$ cat src/hdl/ett_pkg.sv
// Shared types, codes and field layout for the expiring token table.
package ett_pkg;

  // Default sizing
  localparam int DEPTH_DEF    = 16;
  localparam int KEY_BITS_DEF = 64;

  // Field widths
  localparam int OP_W      = 3;
  localparam int KEY_W     = 64;
  localparam int OWNER_W   = 64;
  localparam int NOW_W     = 32;
  localparam int LIFE_W    = 24;
  localparam int STATUS_W  = 2;
  localparam int ENTRIES_W = 5;

  // Input tdata layout, lowest bit first
  localparam int IN_OP_LSB   = 0;
  localparam int IN_KEY_LSB  = IN_OP_LSB + OP_W;
  localparam int IN_NKEY_LSB = IN_KEY_LSB + KEY_W;
  localparam int IN_OHI_LSB  = IN_NKEY_LSB + KEY_W;
  localparam int IN_OLO_LSB  = IN_OHI_LSB + OWNER_W;
  localparam int IN_NOW_LSB  = IN_OLO_LSB + OWNER_W;
  localparam int IN_BITS     = IN_NOW_LSB + NOW_W;
  localparam int IN_TDATA_W  = ((IN_BITS + 7) / 8) * 8;

  // Output tdata layout, lowest bit first
  localparam int OUT_STATUS_LSB = 0;
  localparam int OUT_FHI_LSB    = OUT_STATUS_LSB + STATUS_W;
  localparam int OUT_FLO_LSB    = OUT_FHI_LSB + OWNER_W;
  localparam int OUT_USED_LSB   = OUT_FLO_LSB + OWNER_W;
  localparam int OUT_BITS       = OUT_USED_LSB + ENTRIES_W;
  localparam int OUT_TDATA_W    = ((OUT_BITS + 7) / 8) * 8;

  // Operation codes
  localparam logic [OP_W-1:0] OP_CREATE   = 3'd0;
  localparam logic [OP_W-1:0] OP_VALIDATE = 3'd1;
  localparam logic [OP_W-1:0] OP_ROTATE   = 3'd2;
  localparam logic [OP_W-1:0] OP_REVOKE   = 3'd3;
  localparam logic [OP_W-1:0] OP_CLEANUP  = 3'd4;

  // Result status codes
  localparam logic [STATUS_W-1:0] ST_OK        = 2'd0;
  localparam logic [STATUS_W-1:0] ST_NOT_FOUND = 2'd1;
  localparam logic [STATUS_W-1:0] ST_FULL      = 2'd2;

  // Configuration port
  localparam int                 CFG_ADDR_W   = 3;
  localparam int                 CFG_DATA_W   = 32;
  localparam logic [0:0]         REG_LIFETIME = 1'b0;
  localparam logic [LIFE_W-1:0]  LIFETIME_RST = 24'd2592000;

  // Sequencer states
  typedef enum logic [2:0] {
    S_IDLE,
    S_DISPATCH,
    S_SCAN,
    S_APPEND,
    S_RESP
  } state_t;

  // Controller to datapath commands
  typedef struct packed {
    logic load_item;
    logic scan;
    logic append;
    logic load_out;
  } dp_cmd_t;

  // Datapath to controller status
  typedef struct packed {
    logic [OP_W-1:0] op;
    logic            full;
    logic            scan_done;
  } dp_sts_t;

endpackage

$ cat src/hdl/expiring_token_table_core.sv
// Top level of the expiring token table: configuration register, sequencer and datapath.
//
// An ordered table of token keys with owner ids and expiry times. One operation
// enters per input transaction (create, validate, rotate, revoke, cleanup) and
// gives exactly one result transaction: status, matched owner, entries in use.
// Both channels handshake on tvalid and tready. The lifetime register is written through
// the APB port (byte address 0); keeping the block idle then is left to the user.
//
// Sequence: a transaction is taken in the idle state and decoded in the
// dispatch state. Create then appends unless the table is full. The other
// operations scan the entry memory one entry per cycle (single read port,
// registered read data); rotate then passes through the append step, which
// writes only if the token was found. The result enters the output register
// in the response state, and input is taken again once the sequencer is back
// in the idle state.
//
// The result sits in an output register; while the receiver stalls the block
// still accepts and works on the next transaction, then waits until that
// register frees. Reset empties the table and restores the default lifetime;
// memory contents are left as they are, as only stored entries are ever read.
module expiring_token_table_core #(
  parameter int DEPTH    = ett_pkg::DEPTH_DEF,
  parameter int KEY_BITS = ett_pkg::KEY_BITS_DEF
) (
  input  logic                             clk,
  input  logic                             rst_n,
  input  logic                             in_tvalid,
  output logic                             in_tready,
  // op, token_key, new_key, owner_hi, owner_lo, now_seconds (low bit first)
  input  logic [ett_pkg::IN_TDATA_W-1:0]   in_tdata,
  output logic                             out_tvalid,
  input  logic                             out_tready,
  // status, found_owner_hi, found_owner_lo, entries_used (low bit first)
  output logic [ett_pkg::OUT_TDATA_W-1:0]  out_tdata,
  input  logic                             cfg_psel,
  input  logic                             cfg_penable,
  input  logic                             cfg_pwrite,
  input  logic [ett_pkg::CFG_ADDR_W-1:0]   cfg_paddr,
  input  logic [ett_pkg::CFG_DATA_W-1:0]   cfg_pwdata,
  output logic [ett_pkg::CFG_DATA_W-1:0]   cfg_prdata,
  output logic                             cfg_pready
);

  logic [ett_pkg::LIFE_W-1:0] lifetime_r, lifetime_nxt;
  logic                       sel_lifetime;
  ett_pkg::dp_cmd_t           cmd;
  ett_pkg::dp_sts_t           sts;

  // Configuration register
  assign cfg_pready   = 1'b1;
  assign sel_lifetime = (cfg_paddr[ett_pkg::CFG_ADDR_W-1:2] == ett_pkg::REG_LIFETIME);

  always_comb begin
    lifetime_nxt = lifetime_r;
    if (cfg_psel && cfg_penable && cfg_pwrite && cfg_pready && sel_lifetime) begin
      lifetime_nxt = cfg_pwdata[ett_pkg::LIFE_W-1:0];
    end
  end

  always_ff @(posedge clk) begin
    if (!rst_n) begin
      lifetime_r <= ett_pkg::LIFETIME_RST;
    end else begin
      lifetime_r <= lifetime_nxt;
    end
  end

  assign cfg_prdata = sel_lifetime ?
                      {{(ett_pkg::CFG_DATA_W - ett_pkg::LIFE_W){1'b0}}, lifetime_r} : '0;

  ett_ctrl u_ctrl (
    .clk        (clk),
    .rst_n      (rst_n),
    .in_tvalid  (in_tvalid),
    .in_tready  (in_tready),
    .out_tvalid (out_tvalid),
    .out_tready (out_tready),
    .sts        (sts),
    .cmd        (cmd)
  );

  ett_dp #(
    .DEPTH    (DEPTH),
    .KEY_BITS (KEY_BITS)
  ) u_dp (
    .clk       (clk),
    .rst_n     (rst_n),
    .cmd       (cmd),
    .sts       (sts),
    .in_tdata  (in_tdata),
    .lifetime  (lifetime_r),
    .out_tdata (out_tdata)
  );

endmodule

$ cat src/hdl/ett_ctrl.sv
// Sequencer for the token table: dispatches an operation, runs the scan and append steps.
module ett_ctrl (
  input  logic             clk,
  input  logic             rst_n,
  input  logic             in_tvalid,
  output logic             in_tready,
  output logic             out_tvalid,
  input  logic             out_tready,
  input  ett_pkg::dp_sts_t sts,
  output ett_pkg::dp_cmd_t cmd
);

  ett_pkg::state_t state_r, state_nxt;
  logic            out_valid_r, out_valid_nxt;

  always_ff @(posedge clk) begin
    if (!rst_n) begin
      state_r     <= ett_pkg::S_IDLE;
      out_valid_r <= 1'b0;
    end else begin
      state_r     <= state_nxt;
      out_valid_r <= out_valid_nxt;
    end
  end

  assign in_tready  = (state_r == ett_pkg::S_IDLE);
  assign out_tvalid = out_valid_r;

  // Next state and commands
  always_comb begin
    state_nxt     = state_r;
    cmd           = '0;
    out_valid_nxt = out_valid_r;
    if (out_valid_r && out_tready) begin
      out_valid_nxt = 1'b0;
    end
    case (state_r)
      ett_pkg::S_IDLE: begin
        if (in_tvalid) begin
          cmd.load_item = 1'b1;
          state_nxt     = ett_pkg::S_DISPATCH;
        end
      end
      ett_pkg::S_DISPATCH: begin
        case (sts.op)
          ett_pkg::OP_CREATE:   state_nxt = sts.full ? ett_pkg::S_RESP : ett_pkg::S_APPEND;
          ett_pkg::OP_VALIDATE: state_nxt = ett_pkg::S_SCAN;
          ett_pkg::OP_ROTATE:   state_nxt = ett_pkg::S_SCAN;
          ett_pkg::OP_REVOKE:   state_nxt = ett_pkg::S_SCAN;
          ett_pkg::OP_CLEANUP:  state_nxt = ett_pkg::S_SCAN;
          default:              state_nxt = ett_pkg::S_RESP;
        endcase
      end
      ett_pkg::S_SCAN: begin
        cmd.scan = 1'b1;
        if (sts.scan_done) begin
          state_nxt = (sts.op == ett_pkg::OP_ROTATE) ? ett_pkg::S_APPEND : ett_pkg::S_RESP;
        end
      end
      ett_pkg::S_APPEND: begin
        cmd.append = 1'b1;
        state_nxt  = ett_pkg::S_RESP;
      end
      ett_pkg::S_RESP: begin
        // hand the result to the output register once it is free
        if (!out_valid_r || out_tready) begin
          cmd.load_out  = 1'b1;
          out_valid_nxt = 1'b1;
          state_nxt     = ett_pkg::S_IDLE;
        end
      end
      default: state_nxt = ett_pkg::S_IDLE;
    endcase
  end

endmodule

$ cat src/hdl/ett_dp.sv
// Datapath of the token table: entry memory, compaction scan, append and result register.
module ett_dp #(
  parameter int DEPTH    = ett_pkg::DEPTH_DEF,
  parameter int KEY_BITS = ett_pkg::KEY_BITS_DEF
) (
  input  logic                              clk,
  input  logic                              rst_n,
  input  ett_pkg::dp_cmd_t                  cmd,
  output ett_pkg::dp_sts_t                  sts,
  input  logic [ett_pkg::IN_TDATA_W-1:0]    in_tdata,
  input  logic [ett_pkg::LIFE_W-1:0]        lifetime,
  output logic [ett_pkg::OUT_TDATA_W-1:0]   out_tdata
);

  localparam int IDX_W = (DEPTH > 1) ? $clog2(DEPTH) : 1;
  localparam int CNT_W = $clog2(DEPTH + 1);
  localparam logic [CNT_W-1:0] DEPTH_CNT = CNT_W'(DEPTH);
  localparam int OW = ett_pkg::OWNER_W;
  localparam int NW = ett_pkg::NOW_W;

  // Entry memory
  logic [KEY_BITS-1:0] key_mem [DEPTH];
  logic [OW-1:0]       ohi_mem [DEPTH];
  logic [OW-1:0]       olo_mem [DEPTH];
  logic [NW-1:0]       exp_mem [DEPTH];

  // Current transaction
  logic [ett_pkg::OP_W-1:0] op_r;
  logic [KEY_BITS-1:0]      key_r, nkey_r;
  logic [OW-1:0]            ohi_r, olo_r;
  logic [NW-1:0]            now_r;

  // Scan control
  logic [CNT_W-1:0] count_r, count_nxt;
  logic [CNT_W-1:0] rd_idx_r, rd_idx_nxt;
  logic [CNT_W-1:0] wr_idx_r, wr_idx_nxt;
  logic             rd_vld_r, rd_vld_nxt;
  logic             found_r, found_nxt;
  logic             full_r, full_nxt;
  logic [OW-1:0]    fhi_r, fhi_nxt, flo_r, flo_nxt;
  logic [ett_pkg::OUT_TDATA_W-1:0] out_r, out_nxt;

  // Registered read data
  logic [KEY_BITS-1:0] rd_key_r;
  logic [OW-1:0]       rd_ohi_r, rd_olo_r;
  logic [NW-1:0]       rd_exp_r;

  // Memory port controls
  logic                rd_en;
  logic [IDX_W-1:0]    rd_addr;
  logic                mem_we;
  logic [IDX_W-1:0]    mem_waddr;
  logic [KEY_BITS-1:0] mem_wkey;
  logic [OW-1:0]       mem_wohi, mem_wolo;
  logic [NW-1:0]       mem_wexp;

  logic                match, live, drop, capture, scan_done, do_append;
  logic [NW:0]         exp_sum;
  logic [NW-1:0]       exp_new;
  logic [ett_pkg::STATUS_W-1:0] status;
  logic [CNT_W+ett_pkg::ENTRIES_W-1:0] used_ext;

  // Transaction capture
  always_ff @(posedge clk) begin
    if (cmd.load_item) begin
      op_r   <= in_tdata[ett_pkg::IN_OP_LSB +: ett_pkg::OP_W];
      key_r  <= in_tdata[ett_pkg::IN_KEY_LSB +: KEY_BITS];
      nkey_r <= in_tdata[ett_pkg::IN_NKEY_LSB +: KEY_BITS];
      ohi_r  <= in_tdata[ett_pkg::IN_OHI_LSB +: OW];
      olo_r  <= in_tdata[ett_pkg::IN_OLO_LSB +: OW];
      now_r  <= in_tdata[ett_pkg::IN_NOW_LSB +: NW];
    end
  end

  // Control registers
  always_ff @(posedge clk) begin
    if (!rst_n) begin
      count_r  <= '0;
      rd_idx_r <= '0;
      wr_idx_r <= '0;
      rd_vld_r <= 1'b0;
      found_r  <= 1'b0;
      full_r   <= 1'b0;
    end else begin
      count_r  <= count_nxt;
      rd_idx_r <= rd_idx_nxt;
      wr_idx_r <= wr_idx_nxt;
      rd_vld_r <= rd_vld_nxt;
      found_r  <= found_nxt;
      full_r   <= full_nxt;
    end
  end

  // Payload registers
  always_ff @(posedge clk) begin
    fhi_r <= fhi_nxt;
    flo_r <= flo_nxt;
    out_r <= out_nxt;
  end

  // Memory write port
  always_ff @(posedge clk) begin
    if (mem_we) begin
      key_mem[mem_waddr] <= mem_wkey;
      ohi_mem[mem_waddr] <= mem_wohi;
      olo_mem[mem_waddr] <= mem_wolo;
      exp_mem[mem_waddr] <= mem_wexp;
    end
  end

  // Memory read port, registered
  always_ff @(posedge clk) begin
    if (rd_en) begin
      rd_key_r <= key_mem[rd_addr];
      rd_ohi_r <= ohi_mem[rd_addr];
      rd_olo_r <= olo_mem[rd_addr];
      rd_exp_r <= exp_mem[rd_addr];
    end
  end

  // Saturating expiry for a new entry
  assign exp_sum = {1'b0, now_r} + {{(NW + 1 - ett_pkg::LIFE_W){1'b0}}, lifetime};
  assign exp_new = exp_sum[NW] ? {NW{1'b1}} : exp_sum[NW-1:0];

  assign match     = (rd_key_r == key_r);
  assign live      = (rd_exp_r > now_r);
  assign scan_done = (rd_idx_r >= count_r);
  assign do_append = cmd.append && ((op_r != ett_pkg::OP_ROTATE) || found_r);

  // Keep/drop decision for the entry under the scan
  always_comb begin
    drop    = 1'b0;
    capture = 1'b0;
    case (op_r)
      ett_pkg::OP_VALIDATE: capture = !found_r && match && live;
      ett_pkg::OP_ROTATE: begin
        capture = !found_r && match && live;
        drop    = capture;
      end
      ett_pkg::OP_REVOKE:  drop = !found_r && match;
      ett_pkg::OP_CLEANUP: drop = !live;
      default: drop = 1'b0;
    endcase
  end

  // Result status
  always_comb begin
    case (op_r)
      ett_pkg::OP_CREATE:   status = full_r ? ett_pkg::ST_FULL : ett_pkg::ST_OK;
      ett_pkg::OP_VALIDATE: status = found_r ? ett_pkg::ST_OK : ett_pkg::ST_NOT_FOUND;
      ett_pkg::OP_ROTATE:   status = found_r ? ett_pkg::ST_OK : ett_pkg::ST_NOT_FOUND;
      ett_pkg::OP_REVOKE:   status = found_r ? ett_pkg::ST_OK : ett_pkg::ST_NOT_FOUND;
      default:              status = ett_pkg::ST_OK;
    endcase
  end

  assign used_ext = {{ett_pkg::ENTRIES_W{1'b0}}, count_r};

  // Next-state logic for scan, append and result
  always_comb begin
    count_nxt  = count_r;
    rd_idx_nxt = rd_idx_r;
    wr_idx_nxt = wr_idx_r;
    rd_vld_nxt = 1'b0;
    found_nxt  = found_r;
    full_nxt   = full_r;
    fhi_nxt    = fhi_r;
    flo_nxt    = flo_r;
    out_nxt    = out_r;
    rd_en      = 1'b0;
    rd_addr    = rd_idx_r[IDX_W-1:0];
    mem_we     = 1'b0;
    mem_waddr  = wr_idx_r[IDX_W-1:0];
    mem_wkey   = rd_key_r;
    mem_wohi   = rd_ohi_r;
    mem_wolo   = rd_olo_r;
    mem_wexp   = rd_exp_r;

    if (cmd.load_item) begin
      rd_idx_nxt = '0;
      wr_idx_nxt = '0;
      found_nxt  = 1'b0;
      full_nxt   = (count_r >= DEPTH_CNT);
      fhi_nxt    = '0;
      flo_nxt    = '0;
    end

    // One entry read per cycle; the previous read is kept or dropped
    if (cmd.scan) begin
      rd_en      = !scan_done;
      rd_vld_nxt = rd_en;
      if (rd_en) begin
        rd_idx_nxt = rd_idx_r + CNT_W'(1);
      end
      if (rd_vld_r) begin
        if (drop) begin
          found_nxt = 1'b1;
        end else begin
          mem_we     = 1'b1;
          wr_idx_nxt = wr_idx_r + CNT_W'(1);
        end
        // first live match only: later matches are ignored
        if (capture) begin
          found_nxt = 1'b1;
          fhi_nxt   = rd_ohi_r;
          flo_nxt   = rd_olo_r;
        end
      end
      if (scan_done) begin
        count_nxt = wr_idx_nxt;
      end
    end

    // Append at the end of the table
    if (do_append) begin
      mem_we    = 1'b1;
      mem_waddr = count_r[IDX_W-1:0];
      mem_wkey  = (op_r == ett_pkg::OP_ROTATE) ? nkey_r : key_r;
      mem_wohi  = (op_r == ett_pkg::OP_ROTATE) ? fhi_r : ohi_r;
      mem_wolo  = (op_r == ett_pkg::OP_ROTATE) ? flo_r : olo_r;
      mem_wexp  = exp_new;
      count_nxt = count_r + CNT_W'(1);
    end

    if (cmd.load_out) begin
      out_nxt = '0;
      out_nxt[ett_pkg::OUT_STATUS_LSB +: ett_pkg::STATUS_W] = status;
      out_nxt[ett_pkg::OUT_FHI_LSB +: OW] = fhi_r;
      out_nxt[ett_pkg::OUT_FLO_LSB +: OW] = flo_r;
      out_nxt[ett_pkg::OUT_USED_LSB +: ett_pkg::ENTRIES_W] = used_ext[ett_pkg::ENTRIES_W-1:0];
    end
  end

  assign sts.op        = op_r;
  assign sts.full      = full_r;
  assign sts.scan_done = scan_done;
  assign out_tdata     = out_r;

endmodule
$ cat config.mk
export PLATFORM = sky130hd
export DESIGN_NAME = expiring_token_table_core
export DESIGN_NICKNAME = d
export VERILOG_FILES = /design/src/hdl/ett_pkg.sv /design/src/hdl/expiring_token_table_core.sv /design/src/hdl/ett_ctrl.sv /design/src/hdl/ett_dp.sv
export SDC_FILE = /design/constraint.sdc
export NUM_CORES = 2
export LEC_CHECK = 0
export CORE_AREA = 2 2 476 715
export CTS_CLUSTER_DIAMETER = 30
export DETAILED_ROUTE_END_ITERATION = 8
export DIE_AREA = 0 0 478 717
export DONT_BUFFER_PORTS = 1
export PLACE_DENSITY = 0.65
export SYNTH_ARGS = -nofsm -noshare
export SYNTH_HDL_FRONTEND = slang
export SYNTH_HIERARCHICAL = 1
export SYNTH_SLANG_ARGS = --single-unit
$ cat constraint.sdc
create_clock -name clk -period 28.2 [get_ports clk]
set_input_delay 4.23 -clock clk [delete_from_list [all_inputs] [get_ports clk]]
set_output_delay 4.23 -clock clk [all_outputs]
set_load 0.01 [all_outputs]
== Yosys cells after proc, flatten, opt, wreduce, memory -nomap -nowiden ==
Memories as Yosys holds them, arrays and structs flattened. A register that Yosys moved wholly into a read port is not among the register bits.
Index checks and enable logic that the tools add are counted.

* Register bits: 600
* Bits in writable memories: 3584
* Logic and storage cells: 126
* Memories: 4

* Add/subtract/negate cells: 4
* $lt $le $gt $ge: 3
* Eq/ne operators: 13
* Mux-type cells: 61
* Bitwise logic cells: 1
* Reduce and logical (&&, ||, !) cells: 22

{| class="wikitable"
|+ Memory list
! memory !! depth !! width !! read ports !! clocked after memory_dff !! write ports !! RTL line !! source
|-
| u_dp.key_mem || 16 || 64 || 1 || 1 || 1 || ett_dp.sv:22 || <nowiki>logic [KEY_BITS-1:0] key_mem [DEPTH];</nowiki>
|-
| u_dp.ohi_mem || 16 || 64 || 1 || 1 || 1 || ett_dp.sv:23 || <nowiki>logic [OW-1:0] ohi_mem [DEPTH];</nowiki>
|-
| u_dp.olo_mem || 16 || 64 || 1 || 1 || 1 || ett_dp.sv:24 || <nowiki>logic [OW-1:0] olo_mem [DEPTH];</nowiki>
|-
| u_dp.exp_mem || 16 || 32 || 1 || 1 || 1 || ett_dp.sv:25 || <nowiki>logic [NW-1:0] exp_mem [DEPTH];</nowiki>
|}

{| class="wikitable"
|+ Operators with widths
! operator !! count
|-
| two-way mux 64 bit || 14
|-
| equality test 64 bit || 1
|-
| two-way mux 32 bit || 2
|-
| two-way mux 5 bit || 10
|-
| adder 32 x 24 -> 33 bit || 1
|-
| > comparator 32 bit || 1
|-
| two-way mux 24 bit || 1
|-
| two-way mux 1 bit || 23
|-
| adder 5 x 1 -> 5 bit, second input constant || 3
|-
| two-way mux 3 bit || 5
|-
| one-hot mux 3 bit (5 select lines) || 1
|-
| equality test 3 x 2 -> 1 bit, second input constant || 4
|-
| logical AND 1 bit || 7
|-
| equality test 3 x 1 -> 1 bit, second input constant || 2
|-
| equality test 3 bit, second input constant || 2
|-
| zero test 3 bit || 2
|-
| one-hot mux 3 bit (2 select lines) || 1
|-
| greater-or-equal comparator 5 bit || 1
|-
| greater-or-equal comparator 5 bit, second input constant || 1
|-
| zero test 1 bit || 4
|-
| two-way mux 4 bit || 1
|-
| inequality test 2 x 1 -> 1 bit, second input constant || 2
|-
| one-hot mux 2 bit (2 select lines) || 1
|-
| nonzero test 2 bit || 2
|-
| other kinds (11) || 12
|}

== Longest topological paths before layout ==
* Depth after elaboration: 10
* Gate-level depth with buffers: 16
* Depth with buffers taken out: 12

== Modules after synthesis ==
Netlist, hierarchy kept.

{| class="wikitable"
|+ Modules (own cells, without submodules)
! module !! times used !! cells each !! area an instance (µm²) !! seq. area each (µm²)
|-
| ett_dp || 1 || 7686 || 166045.5 || 130064.7
|-
| expiring_token_table_core || 1 || 142 || 1265.0 || 480.5
|-
| ett_ctrl || 1 || 31 || 295.3 || 80.1
|}

== Least setup slack after synthesis ==
Ideal clock, no wire load.

* Path type: reg-to-reg
* Start: reg u_dp.rd_exp_r[14], read port of u_dp.exp_mem
* End: mem u_dp/exp_mem[11][0] (netlist name) (enable)
* Library setup time: 1082 ps
* Arrival time: 17605 ps
* Slack: 9513 ps
* Cell stages (with the launch flop): 11
* Buffers on the path: 0
* Period minus slack after synthesis: 18687 ps
* Path through: edfxtp_1 > ha_1 > a21o_1 > a21o_1 > o311a_1 > nor3_1 > a31oi_2 > mux2i_4 > nor3_4 > a31oi_2 > nor3_1

* Word-level cells in the longest chain between the ends: 9

{| class="wikitable"
|+ Ends and longest elaborated chain
! element !! RTL line !! source
|-
| start, declared || ett_dp.sv:46 || <nowiki>logic [NW-1:0] rd_exp_r;</nowiki>
|-
| > comparator 32 bit (*) || ett_dp.sv:126 || <nowiki>assign live = (rd_exp_r > now_r);</nowiki>
|-
| zero test 1 bit / logical AND 1 bit (equally long branches) || ett_dp.sv:141, ett_dp.sv:137 ||
|-
| one-hot mux 1 bit (3 select lines) (*) || ett_dp.sv:134 || <nowiki>case (op_r)</nowiki>
|-
| two-way mux 1 bit (*) || ett_dp.sv:196 || <nowiki>if (drop) begin</nowiki>
|-
| two-way mux 1 bit (*) || ett_dp.sv:195 || <nowiki>if (rd_vld_r) begin</nowiki>
|-
| two-way mux 1 bit (*) || ett_dp.sv:189 || <nowiki>if (cmd.scan) begin</nowiki>
|-
| two-way mux 1 bit (*) || ett_dp.sv:215 || <nowiki>if (do_append) begin</nowiki>
|-
| two-way mux 1 bit (*) || ett_dp.sv:103 || <nowiki>if (mem_we) begin</nowiki>
|-
| two-way mux 1 bit (implied by the code) (*) || ett_dp.sv:107 || <nowiki>exp_mem[mem_waddr] <= mem_wexp;</nowiki>
|-
| end, declared || ett_dp.sv:25 ||
|}

Every way passes the cells marked *; elsewhere a longest branch is shown, timed or not.

== Worst setup path after layout ==
* Start: in cfg_paddr[2] (netlist name)
* End: out cfg_prdata[23] (netlist name)

* Word-level cells in the longest chain between the ends: 1

{| class="wikitable"
|+ Ends and longest elaborated chain
! element !! RTL line !! source
|-
| start, declared || expiring_token_table_core.sv:38 || <nowiki>input logic [ett_pkg::CFG_ADDR_W-1:0] cfg_paddr,</nowiki>
|-
| two-way mux 24 bit || expiring_token_table_core.sv:68 || <nowiki>assign cfg_prdata = sel_lifetime ?</nowiki>
|-
| end, declared || expiring_token_table_core.sv:40 || <nowiki>output logic [ett_pkg::CFG_DATA_W-1:0] cfg_prdata,</nowiki>
|}

Every way passes these cells.

==> impl_metrics.json <==
{
  "antenna_found_initial": 14,
  "synth_top_family_by_area": "multiplexers",
  "fin_skew_ns": 0.06179,
  "cts-hold-fix-buffers": 0,
  "required_ns": 23.97,
  "setup_tns_ns": 0,
  "final_cells": 13183,
  "dpl_cell_area_sq_um": 173200,
  "drc_errors": 0,
  "tightest_slew_ns": 1.457,
  "fin_nets": 8616,
  "cts_tree": "yes",
  "design_area_sq_um": 193900,
  "post_cts_resized": 0,
  "ant_nets": 0,
  "leakagePower_nw": 59.89,
  "synth_xor_area_share_pct": 0.4337,
  "critPathMaxFanout": 25,
  "synth_compound_area_share_pct": 1.855,
  "crit_type": "in2out",
  "drt_iter0_drc": 8769,
  "critPathLaunchType": "primary input",
  "final_max_slew_viol_count": 0,
  "die_x_um": 478,
  "slew_headroom_pct": 2.444,
  "hold_start": "u_dp/flo_r[22]",
  "clkTransAtPathRegs_ns": 0.05,
  "num_rows": 261,
  "worstSkewPairLatency_ns": 0.95,
  "htreeDepth": 6,
  "coreArea_sq_um": 336000,
  "dp_cells": 12079,
  "wl_per_cell_um": 31.16,
  "crit_path_cell_trace": "and2b_2",
  "r2r_slack_ns": 20.72,
  "finalCritPeriodShare_pct": 30.79,
  "grt_usage_pct": 23.80,
  "syn_area_per_cell_sq_um": 21.33,
  "period_needed_ns": 8.682,
  "yosysTopAreaCellShare_pct": 75.86,
  "drt-total-wl_um": 410800,
  "portBuffers": 0,
  "via_count": 81539,
  "clockBufferDepth": 4,
  "grt_setup_unrepaired": "no",
  "viasPerCell": 6.185,
  "power_density_nw_per_um2": 78.07,
  "gp_congestion": 0.8126,
  "hold-worst-slack_ns": 0.4533,
  "cp-end-kind": "output port",
  "grt_pass1_vias": 83433,
  "r2r-end": "u_dp/rd_ohi_r[43]",
  "grt_pass1_wl_um": 590200,
  "setup_viol": 0,
  "cp_num_buf_inv": 0,
  "place_hpwl_um": 207200,
  "synth_area_leader_cell": "edfxtp_1",
  "grt_overflow": 0,
  "clock-root-buffer": "clkbuf_16",
  "synth_seq_cells": 4408,
  "slowest_stage": "and2b_2",
  "maxCapViolations": 0,
  "r2r_start": "u_dp/rd_idx_r[0]",
  "r2r_cells": 8,
  "whs_path_depth": 0,
  "synthCells": 7859,
  "max_freq_ghz": 0.1152,
  "synthMuxAreaShare_pct": 15.27,
  "clock_sinks": 4408,
  "start_util_pct": 49.88,
  "netlist_area_sq_um": 167600,
  "holdPathEnd": "u_dp/out_tdata[88]",
  "finalPower_w": 0.01513,
  "min_path_type": "reg2reg",
  "hold_viol_final": 0,
  "status": "finished, final reports clean",
  "synth_edf_count": 4234,
  "critical-path-top-delay-family": "simple AND/OR/NAND/NOR gates",
  "die_y_um": 717,
  "async_reset_ff_share_pct": 0,
  "fp.dieArea_sq_um": 342700,
  "post_cts_buffers": 0,
  "syn2layout_area_growth_pct": 15.67,
  "slowest_delay_ns": 0.22,
  "cp.arrival_ns": 4.45,
  "top_level_ports": 509,
  "synth_simple_gate_area_share_pct": 2.819,
  "grt_max_degree": 183,
  "cts_buffers": 600,
  "firstDrtPassIters": 6,
  "yosysWarningCount": 6,
  "ys.flop_type": "edfxtp_1",
  "yosysSeqAreaShare_pct": 77.94,
  "synth_adder_area_share_pct": 0.4972,
  "peakVddDrop_uv": 51.81,
  "synth_area_leaders": "edfxtp_1, mux4_2, dfxtp_1, nand2_1, a31oi_1",
  "synthDistinctLibCells": 82,
  "drive_gt1_share_pct": 27.06
}
==> synthesized netlist by cell type, types with 4 or more instances <==
master	instances
and3_1	5
edfxtp_1	4234
buf_1	74
nand4_1	18
a31oi_1	203
inv_1	65
nand3_1	32
a21oi_1	76
nor3_1	28
nor4_1	12
o2111ai_1	4
ha_1	65
clkbuf_1	303
nor3b_1	4
mux4_2	1120
a21o_1	20
buf_4	28
o21ai_0	120
nand2_1	707
xnor2_1	37
nor2b_1	47
o21a_1	6
o211ai_1	7
o21ai_1	38
xor2_1	46
and2b_2	4
dfxtp_1	174
a211oi_1	5
mux2i_1	30
nor2_1	261
nand2b_1	6
clkbuf_2	5
==> state kept, by name (all words and copies together), names as in the netlist, 64 cells and up <==
name and count:
u_dp/exp_mem 512, u_dp/flo_r 64, u_dp/key_mem 1024, u_dp/nkey_r 64, u_dp/out_tdata 135, u_dp/olo_mem 1024, u_dp/ohi_r 64, u_dp/olo_r 64
u_dp/key_r 64, u_dp/rd_ohi_r 64, u_dp/rd_key_r 64, u_dp/ohi_mem 1024, u_dp/fhi_r 64, u_dp/rd_olo_r 64
==> per-layer routing <==
layer | share of wire [%] | track usage [%]
met1 | 40 | 33.06
met2 | 49 | 38.97
met3 | 7.9 | 4.077
met4 | 2.8 | 7.179
met5 | 0.0017 | 0
==> kinds of logic after synthesis <==
group / after synthesis
AO/OA/AOI/OAI: 517
XOR/XNOR: 83
adder cells (fa/ha/maj): 66
buffers and inverters: 484
flip-flops: 4408
multiplexers: 1154
other: 3
AND/OR/NAND/NOR: 1144
==> cells in the final DEF (no fill, tap or decap), drive strengths merged, types with 162 or more instances in the layout <==
cell type	count
buf	162
clkinv	168
dfxtp	174
nand2	707
inv	198
a31oi	205
edfxtp	4234
mux4	1120
clkbuf	670
nor2	263
==> worst max-delay path by stage <==
stage | start | endpoint | slack [ns] | depth (start not counted)
after floorplan | u_dp/rd_exp_r[14] | u_dp/exp_mem[11][0] | 9.51 | 10
after global placement | cfg_paddr[2] | cfg_prdata[21] | 19.52 | 1
after detailed placement | cfg_paddr[2] | cfg_prdata[23] | 19.52 | 1
after CTS | cfg_paddr[2] | cfg_prdata[23] | 19.52 | 1
after global routing | cfg_paddr[2] | cfg_prdata[21] | 19.51 | 1
final | cfg_paddr[2] | cfg_prdata[23] | 19.52 | 1
==> per-stage QoR <==
step	util (%)	setup slack (ns)
6_report	57.69	19.52
5_1_grt	57.69	19.51
4_1_cts	57.68	19.52
3_5_place_dp	51.55	19.52
3_3_place_gp	51.55	19.52
2_1_floorplan	-	9.513
==> area by class of cell <==
| class | count | area, sq um |
|---|---|---|
| clock inverter | 427 | 4850 |
| fill | 23994 | 142200 |
| antenna | 5 | 12.51 |
| timing repair buffer | 162 | 1567 |
| clock buffer | 670 | 15750 |
| inverter | 66 | 252.7 |
| tap | 4471 | 5594 |
| sequential | 4408 | 130600 |
| multi-input combinational | 2974 | 35200 |
==> where the power goes <==
group / internal (W) / switching [W]
logic: 0.0000594 / 0.000190
clock network: 0.00466 / 0.00299
registers: 0.00719 / 0.0000489
total: 0.0119 / 0.00323
Power figures use the tool's default switching activity.
